## src/hw/rtl/prfe_pkg.sv

```systemverilog
// ----------------------------------------------------------------------------
// prfe_pkg
// Shared types, sizes and codes for the fixed-ends permutation rank block.
// ----------------------------------------------------------------------------
package prfe_pkg;

  localparam int N_POS    = 16;
  localparam int POS_BITS = 4;
  localparam int IDX_W    = (N_POS > 1) ? $clog2(N_POS) : 1;
  localparam int ROW_W    = 64;
  localparam int CNT_W    = 5;
  localparam int END_W    = CNT_W + 1;
  localparam int RANK_W   = 45;
  localparam int STAT_W   = 3;
  localparam int CFG_IDX_W = 2;
  localparam int GRP      = 4;
  localparam int NGRP     = (N_POS + GRP - 1) / GRP;

  localparam logic [STAT_W-1:0] ST_OK        = 3'd0;
  localparam logic [STAT_W-1:0] ST_TOO_LONG  = 3'd1;
  localparam logic [STAT_W-1:0] ST_FRONT_BAD = 3'd2;
  localparam logic [STAT_W-1:0] ST_BACK_BAD  = 3'd3;
  localparam logic [STAT_W-1:0] ST_BAD_CFG   = 3'd4;

  localparam logic [CFG_IDX_W-1:0] REG_WORKING = 2'd0;
  localparam logic [CFG_IDX_W-1:0] REG_FRONT   = 2'd1;
  localparam logic [CFG_IDX_W-1:0] REG_TOTAL   = 2'd2;

  typedef logic [N_POS-1:0][POS_BITS-1:0] row_vals_t;
  typedef logic [N_POS-1:0][RANK_W-1:0]   prod_vec_t;

  typedef struct packed {
    logic front_bad;
    logic back_bad;
  } lane_flags_t;

  typedef lane_flags_t [N_POS-1:0] flag_vec_t;

  typedef struct packed {
    logic [CNT_W-1:0] working;
    logic [CNT_W-1:0] front;
    logic [CNT_W-1:0] total;
  } cfg_t;

  localparam logic [RANK_W-1:0] FACT [16] = '{
    45'd1, 45'd1, 45'd2, 45'd6, 45'd24, 45'd120, 45'd720, 45'd5040,
    45'd40320, 45'd362880, 45'd3628800, 45'd39916800, 45'd479001600,
    45'd6227020800, 45'd87178291200, 45'd1307674368000
  };

endpackage

```

## src/hw/rtl/prfe_merge.sv

```systemverilog
// ----------------------------------------------------------------------------
// prfe_merge
// Sums the lane products in a registered tree and resolves the status code.
// ----------------------------------------------------------------------------
module prfe_merge (
  input  logic                        clk,
  input  prfe_pkg::prod_vec_t         prods,
  input  prfe_pkg::flag_vec_t         flags,
  input  logic                        too_long,
  input  prfe_pkg::cfg_t              cfg,
  output logic [prfe_pkg::RANK_W-1:0] rank,
  output logic [prfe_pkg::STAT_W-1:0] status
);
  import prfe_pkg::*;

  logic [RANK_W-1:0] part [NGRP];
  logic [STAT_W-1:0] stat_c;
  logic              front_any;
  logic              back_any;
  logic              bad_cfg;
  logic [RANK_W-1:0] total_sum;

  logic [RANK_W-1:0] part_r [NGRP];
  logic [STAT_W-1:0] stat_r;
  logic [RANK_W-1:0] rank_r;
  logic [STAT_W-1:0] status_r;

  always_comb begin
    for (int g = 0; g < NGRP; g++) begin
      part[g] = '0;
      for (int k = 0; k < GRP; k++) begin
        if (g * GRP + k < N_POS) begin
          part[g] = part[g] + prods[g * GRP + k];
        end
      end
    end
  end

  always_comb begin
    front_any = 1'b0;
    back_any  = 1'b0;
    for (int i = 0; i < N_POS; i++) begin
      front_any = front_any | flags[i].front_bad;
      back_any  = back_any | flags[i].back_bad;
    end
    bad_cfg = (cfg.total > CNT_W'(N_POS)) ||
              ((END_W'(cfg.front) + END_W'(cfg.working)) > END_W'(cfg.total));
    if (bad_cfg) begin
      stat_c = ST_BAD_CFG;
    end else if (too_long) begin
      stat_c = ST_TOO_LONG;
    end else if (front_any) begin
      stat_c = ST_FRONT_BAD;
    end else if (back_any) begin
      stat_c = ST_BACK_BAD;
    end else begin
      stat_c = ST_OK;
    end
  end

  always_comb begin
    total_sum = '0;
    for (int g = 0; g < NGRP; g++) begin
      total_sum = total_sum + part_r[g];
    end
  end

  always_ff @(posedge clk) begin
    part_r   <= part;
    stat_r   <= stat_c;
    rank_r   <= (stat_r == ST_OK) ? total_sum : '0;
    status_r <= stat_r;
  end

  assign rank   = rank_r;
  assign status = status_r;

endmodule

```

## config.mk

```make
export PLATFORM = sky130hd
export DESIGN_NAME = prfe_merge
export DESIGN_NICKNAME = d
export VERILOG_FILES = /design/src/hw/rtl/prfe_pkg.sv /design/src/hw/rtl/prfe_merge.sv
export SDC_FILE = /design/constraint.sdc
export NUM_CORES = 1
export LEC_CHECK = 0
export ABC_AREA = 0
export BUFFER_PORTS_ARGS = -buffer_cell sky130_fd_sc_hd__buf_2
export CAP_MARGIN = 10
export CORE_AREA = 2 2 315 317
export CTS_CLUSTER_DIAMETER = 30
export DETAILED_ROUTE_END_ITERATION = 7
export DIE_AREA = 0 0 317 319
export HOLD_SLACK_MARGIN = 0.08
export PLACE_DENSITY = 0.56
export SYNTH_ARGS = -nofsm -noshare
export SYNTH_HDL_FRONTEND = slang
export SYNTH_SLANG_ARGS = --single-unit
export TNS_END_PERCENT = 100
```

## constraint.sdc

```tcl
create_clock -name clk -period 5.75 [get_ports clk]
set_clock_uncertainty 0.1 [all_clocks]
set_input_delay 1.15 -clock clk [delete_from_list [all_inputs] [get_ports clk]]
set_output_delay 1.15 -clock clk [all_outputs]
set_load 0.02 [all_outputs]
```

* After elaboration in Yosys (flattened, before gate mapping)
Index checks and enable logic that the tools add are counted.
** Storage, ports and cells
- Register bits :: 231
- Input bits :: 769
- Output and inout port bits :: 48
- Word-level logic and storage cells :: 62
** Operators by class
- Add/subtract/negate cells :: 16
- Order comparisons :: 2
- Muxes and demuxes :: 3
- Bitwise gates (word level) :: 30
- Reduce and logical (&&, ||, !) cells :: 3
** Operator list (number)
- $add 45x45->45 :: 15
- $or 1x1->1 :: 30
- $add 5x5->6 :: 1
- $gt 6x5->1 :: 1
- $gt 5x5->1 const B :: 1
- $mux 2 :: 2
- $logic_not 3->1 :: 1
- $reduce_or 2->1 :: 1
- $logic_or 1x1->1 :: 1
- $mux 1 :: 1

* Longest topological paths before layout
- Word-level depth :: 18
- Depth in mapped cells :: 16
- Mapped depth without buffers :: 16

* Least setup slack after synthesis
OpenSTA, ideal clock, no wires.
- Path kind :: input to register
- Start :: in prods[188] (netlist name)
- End :: reg part_r[133] (netlist name)
- Setup time :: 0.072 ns
- Data arrival time :: 4.810 ns
- Data required time :: 5.578 ns
- Setup slack :: 0.768 ns
- Cell stages on the path :: 14
- Buffers on the path :: 0
- Path through :: inv_1 > fa_1 > fa_1 > inv_1 > ha_1 > nand3_2 > or4_1 > a311o_1 > a2111oi_4 > or2_2 > a41oi_2 > a21o_1 > o31ai_2 > xor2_1
** RTL lines
- start: declaration :: line prfe_merge.sv:7 : input prfe_pkg::prod_vec_t prods,
- end signal: assignment :: line prfe_merge.sv:69 : part_r <= part;
- end: declaration :: line prfe_merge.sv:23 : logic [RANK_W-1:0] part_r [NGRP];

* Worst setup path in the final report
- Start :: reg part_r[46] (netlist name)
- End :: reg rank_r[43] (netlist: rank[43])
** On the way
- Word-level cells in the longest chain between the ends :: 2
** RTL lines
- $add 45x45->45 (2 in a row) :: line prfe_merge.sv:64 : total_sum = total_sum + part_r[g];
- end signal: assignment :: line prfe_merge.sv:71 : rank_r <= (stat_r == ST_OK) ? total_sum : '0;
- end: declaration :: line prfe_merge.sv:25 : logic [RANK_W-1:0] rank_r;
Every way passes these cells.
A chain may end at the register's enable or synchronous reset.

==> flow_summary.toml <==
[outcome]
run_status = "finished with violations"
failed_checks = "design-rule violations"

[cts]
cts-buffers-inserted = 80
clk-insertion-delay-late_ns = 0.60
numClockSinks = 231
cts.repair.resized = 0
cts_root_buf = "clkbuf_16"
tritoncts = "built"
ctsHoldBuffers = 0
cts.path.max_buffers = 3
clk_pin_slew_ns = 0.04
setup_buffers_after_cts = 0
h-tree-depth = 3

[worst_setup_path]
critical-path-max-stage-delay_ns = 0.56
critical_path.max_fanout = 4
cp_data_arrival_time_ns = 5.60
critical_path.top_delay_family = "compound AO/OA/AOI/OAI gates"
category_of_the_most_critical_setup_path = "flop to flop"
crit_top_cell = "fa_1"
worst_ep_required_time_ns = 6.11
timing.critical_path.to_type = "flop"
critical_path_cell_by_cell = "inv_1 -> fa_1 -> fa_1 -> inv_1 -> ha_1 -> fa_1 -> a211oi_1 -> o21bai_1 -> a211o_1 -> a21o_1 -> a21oi_1 -> o31ai_1 -> a221oi_1 -> o21ai_0 -> xnor2_1 -> nor2_1"
timing.critical_path.from_type = "flop"
buffers_inverters_on_critical_path = 2
slowest_stage = "a221oi_1"

[grt]
globalRouteTotalUtil = 0.183
first_global_vias = 26300
gr-total-overflow = 0
maximum_number_of_pins_on_one_net_before_global_route_repair = 40
wire_length_of_the_first_global_routing_pass_mm = 140
number_of_antenna_violations_at_the_first_check_in_global_routing = 12

[final_layout]
area.growth.synth_to_final_pct = 28.9
layout_cells_excl_fill = 5768
final_standard_cell_utilization_of_the_core = 0.391
final_layout_size_suffix_gt1_frac = 0.224
nNetsFinal = 5852

[floorplan]
io-pin-count = 817
floorplan.initialDensity = 0.304
dieWidth_um = 317
floorplan.die_area_um2 = 101000
core_area_um2 = 97700
placement_rows = 115
die_y_um = 319

[synth]
synth_most_common_cell = "inv_1"
synth_top_cell_by_area = "fa_1"
synth_cells = 3541
synth.top_cells.by_count = "inv_1, fa_1, dfxtp_1"
ys_async_sr_fraction = 0
synthesis.area_per_instance_um2 = 8.37
synth_area_leaders = "fa_1, inv_1, dfxtp_1"
yosys.cell_types.count = 61
synth_enable_flop_cells = 0
synth_flop_cell = "dfxtp_1"
synth_fp_nets = 4981
synth_top_area_frac = 0.298
synthesis.area_um2 = 29700
synth_sequential_area_ratio = 0.156
synth-seq-cells = 231
ys_warn_count = 0

[timing]
report.final.slew_viol_count = 0
worstMarginPinSlew_ns = 0.830
fin_tns_setup_ns = 0
count_of_final_hold_check_violations = 0
fmax_mhz = 191
rsz0062_at_grt = "no"
hold_ws_ns = 0.280
fin_crit_ns = 5.24
finalSetupViolations = 0
final_min_period_over_clock_period = 0.911
timing.slew.headroom = 0.441

[route]
detail_route.wirelength_mm = 93.1
antenna_violating_nets_post_route = 0
route.vias.total = 25300
vias_per_cell = 4.39
drt_pre_antenna_iters = 7
routedWlPerCell_um = 16.1
detail_route.iter0.violations = 1060
count_of_unresolved_drc_violations_after_routing = 2

[pwr]
leakage_nw = 21.8
ir_drop_mv = 0.692
power_density_relative_to_cell_area_nw_per_um2 = 723

[placement]
dpl.cell_count = 5617
io_buffer_count = 816
dp_hpwl_mm = 83.6
weighted_congestion_reported_at_the_end_of_routability_driven_placement = 0.922

[job]
cap_viol_max_count = 0

[worst_hold_path]
hold_path_class = "flop to flop"
-- power by group --
group	switching, mW	internal, mW	leakage [nW]	total, mW
registers	0.483	2.44	1.94	2.92
clock network	1.25	3.31	1.42	4.56
logic	11.8	8.38	18.5	20.1
-- state kept, by name, indices dropped and copies added (netlist names) --
signal / cells
status: 3
stat_r: 3
rank: 45
part_r: 180
-- cell usage in the layout (no fill, tap or decap), types with 108 or more instances in the layout --
cell type and instances:
inv_1 1241, dfxtp_1 231, ha_1 230, a21o_1 120, buf_2 816, fa_1 441, nand2_1 117, xnor2_1 142
nor2_1 108, a21oi_1 216
-- area by class of cell --
| type | count | area, µm² |
|---|---|---|
| Clock buffer | 104 | 2250 |
| Sequential cell | 231 | 4620 |
| Tap cell | 1287 | 1610 |
| Clock inverter | 43 | 623 |
| Fill cell | 10200 | 59500 |
| Antenna cell | 4 | 10.0 |
| Timing Repair Buffer | 840 | 4260 |
| Inverter | 1243 | 4670 |
| Multi-Input combinational cell | 2016 | 20200 |
-- path summary, 6_finish.rpt --
path,slack (ns),startpoint,cells after the start,endpoint
min reg2reg,0.28,stat_r[2]$_SDFF_PP1_,0,status[2]$_DFF_P_
max,0.51,part_r[46]$_DFF_P_,16,rank[43]$_SDFF_PP0_
max reg2reg,0.51,part_r[46]$_DFF_P_,16,rank[43]$_SDFF_PP0_
min,0.28,stat_r[2]$_SDFF_PP1_,0,status[2]$_DFF_P_
-- cells by family (layout without fill, tap and decap cells) --
group | count (synthesis) | count (layout) | synth area share
adder cells (fa/ha/maj) | 671 | 671 | 0.395
AND/OR/NAND/NOR | 466 | 466 | 0.0776
XOR/XNOR | 223 | 223 | 0.0659
AO/OA/AOI/OAI | 656 | 656 | 0.142
flip-flops | 231 | 231 | 0.156
buffers and inverters | 1294 | 2230 | 0.164
other | 0 | 4 | 0
-- metrics by stage --
step / total power [mW] / cell area (µm²) / worst slack [ns]
floorplan: 17.8 / 29700 / 0.768
CTS: 28.0 / 38200 / 0.514
detailed placement: 23.2 / 35300 / 0.0643
global placement: 23.1 / 35300 / 0.101
finish: 27.6 / 38200 / 0.513
global route: 30.7 / 38200 / 0.252
-- routing by layer --
metal  GRT usage  vias up  share of wire  routed length (µm)
met5           0        -        0.00031                  29
met4      0.0611        4          0.030                2790
met3      0.0418      143          0.069                6470
met2       0.358      807           0.55               50900
met1       0.187    11900           0.35               33000
li1            -    12500              -                   -
No activity file was read; power rests on OpenSTA's default activity.
