**config.mk**
```make
export PLATFORM = sky130hd
export DESIGN_NAME = prfe_lane
export DESIGN_NICKNAME = d
export VERILOG_FILES = /design/src/hw/rtl/prfe_pkg.sv /design/src/hw/rtl/prfe_lane.sv
export SDC_FILE = /design/constraint.sdc
export NUM_CORES = 1
export LEC_CHECK = 0
export BUFFER_PORTS_ARGS = -buffer_cell sky130_fd_sc_hd__buf_4
export CORE_AREA = 4 4 140 142
export CTS_CLUSTER_SIZE = 14
export DETAILED_ROUTE_END_ITERATION = 16
export DIE_AREA = 0 0 144 146
export PLACE_DENSITY = 0.81
export REMOVE_ABC_BUFFERS = 1
export SETUP_SLACK_MARGIN = 0.1
export SLEW_MARGIN = 20
export SYNTH_ARGS = -nofsm -noshare
export SYNTH_HDL_FRONTEND = slang
export SYNTH_SLANG_ARGS = --single-unit
```
**constraint.sdc**
```tcl
create_clock -name clk -period 12.68 [get_ports clk]
set_input_delay 1.268 -clock clk [delete_from_list [all_inputs] [get_ports clk]]
set_output_delay 1.268 -clock clk [all_outputs]
set_load 0.005 [all_outputs]
```
**src/hw/rtl/prfe_pkg.sv**
```systemverilog
// ----------------------------------------------------------------------------
// prfe_pkg
// Shared types, sizes and codes for the fixed-ends permutation rank block.
// ----------------------------------------------------------------------------
package prfe_pkg;

  localparam int N_POS    = 16;
  localparam int POS_BITS = 4;
  localparam int IDX_W    = (N_POS > 1) ? $clog2(N_POS) : 1;
  localparam int ROW_W    = 64;
  localparam int CNT_W    = 5;
  localparam int END_W    = CNT_W + 1;
  localparam int RANK_W   = 45;
  localparam int STAT_W   = 3;
  localparam int CFG_IDX_W = 2;
  localparam int GRP      = 4;
  localparam int NGRP     = (N_POS + GRP - 1) / GRP;

  localparam logic [STAT_W-1:0] ST_OK        = 3'd0;
  localparam logic [STAT_W-1:0] ST_TOO_LONG  = 3'd1;
  localparam logic [STAT_W-1:0] ST_FRONT_BAD = 3'd2;
  localparam logic [STAT_W-1:0] ST_BACK_BAD  = 3'd3;
  localparam logic [STAT_W-1:0] ST_BAD_CFG   = 3'd4;

  localparam logic [CFG_IDX_W-1:0] REG_WORKING = 2'd0;
  localparam logic [CFG_IDX_W-1:0] REG_FRONT   = 2'd1;
  localparam logic [CFG_IDX_W-1:0] REG_TOTAL   = 2'd2;

  typedef logic [N_POS-1:0][POS_BITS-1:0] row_vals_t;
  typedef logic [N_POS-1:0][RANK_W-1:0]   prod_vec_t;

  typedef struct packed {
    logic front_bad;
    logic back_bad;
  } lane_flags_t;

  typedef lane_flags_t [N_POS-1:0] flag_vec_t;

  typedef struct packed {
    logic [CNT_W-1:0] working;
    logic [CNT_W-1:0] front;
    logic [CNT_W-1:0] total;
  } cfg_t;

  localparam logic [RANK_W-1:0] FACT [16] = '{
    45'd1, 45'd1, 45'd2, 45'd6, 45'd24, 45'd120, 45'd720, 45'd5040,
    45'd40320, 45'd362880, 45'd3628800, 45'd39916800, 45'd479001600,
    45'd6227020800, 45'd87178291200, 45'd1307674368000
  };

endpackage

```
**src/hw/rtl/prfe_lane.sv**
```systemverilog
// ----------------------------------------------------------------------------
// prfe_lane
// One position lane: counts later smaller working values, checks the fixed
// ends, and weights the count by the factorial of the remaining length.
// ----------------------------------------------------------------------------
module prfe_lane (
  input  logic                        clk,
  input  logic [prfe_pkg::IDX_W-1:0]  lane_idx,
  input  prfe_pkg::row_vals_t         vals,
  input  prfe_pkg::cfg_t              cfg,
  output logic [prfe_pkg::RANK_W-1:0] prod,
  output prfe_pkg::lane_flags_t       flags
);
  import prfe_pkg::*;

  logic [END_W-1:0]    idx_ext;
  logic [END_W-1:0]    end_pos;
  logic [POS_BITS-1:0] own_val;
  logic                own_ok;
  logic                in_work;
  logic [CNT_W-1:0]    cnt;
  logic [END_W-1:0]    weight_full;
  lane_flags_t         flags_c;

  logic [CNT_W-1:0]    cnt_r;
  logic                work_r;
  logic [IDX_W-1:0]    weight_r;
  lane_flags_t         flags1_r;
  logic [RANK_W-1:0]   prod_r;
  lane_flags_t         flags2_r;

  assign idx_ext     = END_W'(lane_idx);
  assign end_pos     = END_W'(cfg.front) + END_W'(cfg.working);
  assign own_val     = vals[lane_idx];
  assign own_ok      = (END_W'(own_val) == idx_ext);
  assign in_work     = (idx_ext >= END_W'(cfg.front)) && (idx_ext < end_pos);
  assign weight_full = end_pos - idx_ext - END_W'(1);

  always_comb begin
    cnt = '0;
    for (int j = 0; j < N_POS; j++) begin
      if ((END_W'(j) > idx_ext) && (END_W'(j) < end_pos) && (vals[j] < own_val)) begin
        cnt = cnt + CNT_W'(1);
      end
    end
  end

  always_comb begin
    flags_c.front_bad = (idx_ext < END_W'(cfg.front)) && !own_ok;
    flags_c.back_bad  = (idx_ext >= end_pos) && (idx_ext < END_W'(cfg.total)) && !own_ok;
  end

  always_ff @(posedge clk) begin
    cnt_r    <= cnt;
    work_r   <= in_work;
    weight_r <= weight_full[IDX_W-1:0];
    flags1_r <= flags_c;
    prod_r   <= work_r ? RANK_W'(RANK_W'(cnt_r) * FACT[weight_r]) : '0;
    flags2_r <= flags1_r;
  end

  assign prod  = prod_r;
  assign flags = flags2_r;

endmodule

```
== After elaboration in Yosys (flattened, before gate mapping) ==
Memory sizes are Yosys's and may differ from the RTL's.
Cells that the tools add are included.
Word-level totals
  memories: 1
  output and inout bits: 47
  input bits: 84
  logic and storage cells: 142
  ROM bits: 720
  flip-flop bits (word level): 59
Memories
  (name not given): depth 16, width 45, rd ports 1, clocked after Yosys merged registers in 0, write ports 0, RTL line prfe_lane.sv:58  | prod_r <= work_r ? RANK_W'(RANK_W'(cnt_r) * FACT[weight_r]) : '0;
Operators by class
  muxes and demuxes: 20
  magnitude comparators: 55
  reduce and logical (&&, ||, !) cells: 37
  equality and inequality tests: 1
  add/subtract/negate cells: 18
  bitwise gates (word level): 1
  multipliers: 1
Operators with widths (number)
  $mux W45: 2
  $add A5 B1 Y5 const B: 15
  $mux W5: 15
  $lt A4 B4 Y1: 16
  $lt A4 B6 Y1 const A: 8
  $mul A5 B45 Y45: 1
  $logic_and A1 B1 Y1: 36
  $gt A4 B4 Y1 const A: 8
  $lt A3 B6 Y1 const A: 4
  $bmux W4 S4: 1
  $gt A3 B4 Y1 const A: 4
  $lt A1 B6 Y1 const A: 2
  $lt A2 B6 Y1 const A: 2
  $lt A4 B5 Y1: 2
  $gt A1 B4 Y1 const A: 2
  $gt A2 B4 Y1 const A: 2
  $add A5 B5 Y6: 1
  $ge A4 B6 Y1: 1
  $lt A4 B6 Y1: 1
  $ge A4 B5 Y1: 1
  $ge A5 B5 Y1 const B: 1
  $lt A4 B5 Y1 const B: 1
  $not A4 Y5: 1
  $eq A4 B4 Y1: 1
  5 further kinds: 5

== Logic depth before layout (Yosys ltp) ==
  word-level depth: 35
  gate-level depth with buffers: 48
  mapped depth without buffers: 46

== Least setup slack after synthesis ==
Ideal clock, no wire load.
  kind: input to register
  from: in lane_idx[0] (netlist bit)
  to: reg cnt_r[4]
  path buffers: 2
  required time: 12562 ps
  arrival: 11261 ps
  setup time: 118 ps
  stages on the path: 45
  setup slack: 1301 ps
  path through: buf_6 -> buf_1 -> mux4_2 -> mux2_2 -> o21ai_0 -> ha_1 -> a21boi_0 -> o21ai_0 -> o2111ai_1 -> inv_1 -> ha_1 -> or3_1 -> o31ai_2 -> a211oi_4 -> inv_1 -> ha_1 -> mux2_2 -> ha_1 -> (+9 left out) -> nand3_1 -> o311a_1 -> ha_1 -> xor2_1 -> a222oi_1 -> ha_1 -> nor2b_1 -> a31oi_1 -> xor2_1 -> mux2_2 -> ha_1 -> mux2_2 -> ha_1 -> nand2_1 -> nor2_1 -> a21oi_1 -> mux2i_1 -> xnor2_1
Between the ends
  cells in the longest elaborated chain, start to end: 35
  elaborated cells between the ends (all ways): 97
  those cells by class: add/sub (15); order compare (32); mux (18); reduce/logical (32)
RTL lines
  from (decl): RTL line prfe_lane.sv:8  | input logic [prfe_pkg::IDX_W-1:0] lane_idx,
  $bmux W4 S4: RTL line prfe_lane.sv:34  | assign own_val = vals[lane_idx];
  $mux W4 (not written as such): RTL line prfe_lane.sv:34
  $lt A4 B4 Y1: RTL line prfe_lane.sv:42  | if ((END_W'(j) > idx_ext) && (END_W'(j) < end_pos) && (vals[j] < own_val)) begin
  $logic_and A1 B1 Y1: RTL line prfe_lane.sv:42
  $mux W1: RTL line prfe_lane.sv:42
  $add A5 B1 Y5: RTL line prfe_lane.sv:43  | cnt = cnt + CNT_W'(1);
  $mux W5: RTL line prfe_lane.sv:42
  $add A5 B1 Y5: RTL line prfe_lane.sv:43
  (+20 left out)
  $mux W5: RTL line prfe_lane.sv:42
  $add A5 B1 Y5: RTL line prfe_lane.sv:43
  $mux W5: RTL line prfe_lane.sv:42
  $add A5 B1 Y5: RTL line prfe_lane.sv:43
  $mux W5: RTL line prfe_lane.sv:42
  $add A5 B1 Y5: RTL line prfe_lane.sv:43
  $mux W5 (*): RTL line prfe_lane.sv:42
  named net cnt[4]: RTL line prfe_lane.sv:21  | logic [CNT_W-1:0] cnt;
  to (signal assigned): RTL line prfe_lane.sv:54  | cnt_r <= cnt;
  to (decl): RTL line prfe_lane.sv:25  | logic [CNT_W-1:0] cnt_r;
The timed path passes the listed nets; every way through them passes the cells marked *. The select of a mux whose other input is x is not followed.
A chain may end at the register's enable or synchronous reset.

== Final worst setup path ==
Ends and elaborated chain as after synthesis.

==> impl_metrics.yaml <==
detailed_routing:
  vias: 9787
  antenna_left: 0
  wl_um: 27600
  post-route-drc-count: 0
  routedWlPerCell_um: 17.1
  drt_iter0_drc: 679
  viasPerCell: 6.04
  drt_first_pass_iters: 5
clock_network:
  clock_tree.root_cell: "clkbuf_16"
  cts_setup_buffers: 0
  htreeDepth: 3
  cts_sinks: 59
  clkLatencyLatePin_ps: 350
  cts_hold_buf: 0
  cts_resized: 0
  cts_tree: "yes"
  clkSlewWorstSetupHoldPaths_ps: 50
  clockBufferDepth: 2
  cts-buffers-inserted: 9
yosys:
  yosys_register_bits: 59
  ys_async_sr_fraction_pct: 0
  synth_top_cell_by_area: "fa_1"
  avgSynthCellArea_sq_um: 8.70
  synth_area_sq_um: 11100
  synth_edf_count: 0
  yosys.cell_count.top_type: "ha_1"
  post_synth_num_cell_types: 87
  yosys-top-cells-count: "ha_1, inv_1, nand2_1, fa_1, a21oi_1"
  synth_top_area_share_pct: 17.3
  seq_area_frac_synth_pct: 10.7
  synth_cells: 1274
  synth_ff_type: "dfxtp_1"
  yosys-top-cells-area: "fa_1, ha_1, dfxtp_1"
  synth_warnings: 0
outcome:
  status: "completed"
worst_setup_path:
  reg2reg_depth: 24
  arrival_ps: 11420
  r2r-start: "weight_r[2]"
  startpoint_type: "primary input"
  worst-path-buf-inv: 4
  max_stage_delay_ps: 560
  slowest_stage: "mux4_2"
  path_common_cell: "ha_1"
  worstSetupPathDepth: 45
  path_class: "in2reg"
  end_kind: "flop"
  cp_top_family: "adder cells"
  crit_fanout: 20
  cp-startpoint: "lane_idx[0]"
  required_ps: 12910
timing:
  final_hold_viol_count: 0
  rsz0062_at_grt: "false"
  timing.slew.headroom_pct: 29.2
  post-route-period-util_pct: 88.3
  drv_slew: 0
  finalSetupTns_ps: 0
  worstMarginPinSlew_ps: 1060
  skew_ps: 13.6
  period_needed_ps: 11190
  finalSetupViolations: 0
  max_freq_mhz: 89.4
floorplanning:
  core-area_sq_um: 18500
  die-width_um: 144
  die_height_um: 146
  io_pins: 131
  die-area_sq_um: 21000
  start_util_pct: 60.0
  fp-row-count: 50
min_path:
  whs_path_depth: 0
  min_path_type: "reg2reg"
  hp-start: "flags1_r[0]"
placement:
  gp_congestion: 0.900
  place_hpwl_um: 22000
  placed_cells: 1606
  io_buffers: 130
  place_area_sq_um: 12200
pwr:
  clockPowerShare_pct: 11.6
  p_comb_share_pct: 75.2
  pwr-share-seq_pct: 13.2
  power.switching_uw: 993
  switching_share_pct: 48.9
  p_leak_nw: 6.55
  p_int_mw: 1.04
  cellPowerDensity_nw_per_um2: 162
  ir_worst_vdd_uv: 182
finish:
  design_area_sq_um: 12500
  nets: 1715
  drive_gt1_share_pct: 15.1
  diodes: 0
  instances_no_fill: 1621
  area.growth.synth_to_final_pct: 13.1
global_route:
  grt.total_usage_pct: 26.9
  grt_pass1_wl_um: 46700
  grt_pass1_vias: 9910
  grt_max_degree: 39
  grt.overflow.total: 0
  antenna_found_initial: 0
job:
  drv_cap: 0
## flip-flops by register name, summed over array words and instances (netlist names)
signal	count
cnt_r	5
weight_r	4
flags1_r	2
prod	45
work_r	1
flags	2
## cells in the final DEF (no fill, tap or decap), drive strengths merged, types with 9 or more instances in the layout
cell type and count:
buf 140, and3 50, nand2b 18, nor2 65
o21ai 41, mux4 17, a211oi 9, xnor2 50
inv 123, a21oi 76, nor2b 12, nor3 15
mux2i 12, nand2 106, nand3 53, xor2 24
a21o 30, ha 152, fa 96, dfxtp 59
o31ai 9, and2 72, clkbuf 13, o21bai 15
o211ai 12
## layer usage
metal | up-vias | GRT usage, % | wire, um
li1 | 4659 | - | -
met1 | 4706 | 35.3 | 11600
met2 | 362 | 45.0 | 13500
met3 | 60 | 5.13 | 1840
met4 | 0 | 7.86 | 714
met5 | - | 0 | 0
## cells by family after synthesis
| logic type | after synthesis | share of synthesized area (%) |
|---|---|---|
| XOR/XNOR | 80 | 7.84 |
| buffers and inverters | 166 | 5.83 |
| multiplexers | 36 | 5.25 |
| AND/OR/NAND/NOR | 427 | 19.8 |
| adder cells (fa/ha/maj) | 248 | 34.5 |
| AO/OA/AOI/OAI | 258 | 16.1 |
| flip-flops | 59 | 10.7 |
## final timing paths
| path | endpoint | slack [ps] |
|---|---|---|
| hold reg to reg | flags[0] | 320 |
| setup reg to reg | prod[44] | 5260 |
| setup / recovery | cnt_r[4] | 1490 |
| hold / removal | flags[0] | 320 |
## power by group through the flow
stage,Clock [mW],Sequential (mW),Combinational (mW)
after floorplan,0,0.293,1.12
after global placement,0,0.269,1.47
after detailed placement,0,0.270,1.51
after CTS,0.241,0.266,1.53
after global routing,0.248,0.272,1.74
final,0.236,0.267,1.53
## worst register-to-register path, cell delays in order, from the launching register on
cell and delay, ps:
dfxtp_1 650, clkinv_1 340, nor2_1 880, nand3_1 200
fa_1 520, inv_1 50, fa_1 500, fa_1 490
ha_1 330, inv_1 60, o21bai_1 210, a21oi_1 100
o21bai_1 200, a21oi_1 160, o211ai_1 220, a21oi_1 160
o21ai_0 430, a21boi_0 190, buf_4 210, o31ai_1 450
a211oi_1 180, nor3_1 300, o31ai_1 140, a21oi_1 150
and3b_1 180
## stage by stage
stage / setup WS, ps / power (mW) / utilization, % / hold slack, ps
after global routing: 742 / 2.26 / 67.9 / 338
final: 1490 / 2.03 / 67.9 / 324
after CTS: 1540 / 2.03 / 67.9 / 326
after detailed placement: 1180 / 1.78 / 66.4 / 315
after floorplan: 2010 / 1.42 / - / 310
after global placement: 1530 / 1.74 / 66.4 / 316
## final cells by class
| type | instances | area [sq um] |
|---|---|---|
| timing repair buffer | 140 | 1050 |
| multi-input combinational | 1049 | 9260 |
| clock buffer | 13 | 270 |
| sequential | 59 | 1180 |
| inverter | 124 | 468 |
| tap | 234 | 293 |
| clock inverter | 2 | 10.0 |
| fill | 1490 | 5930 |
No activity file was read; power rests on OpenSTA's default activity.
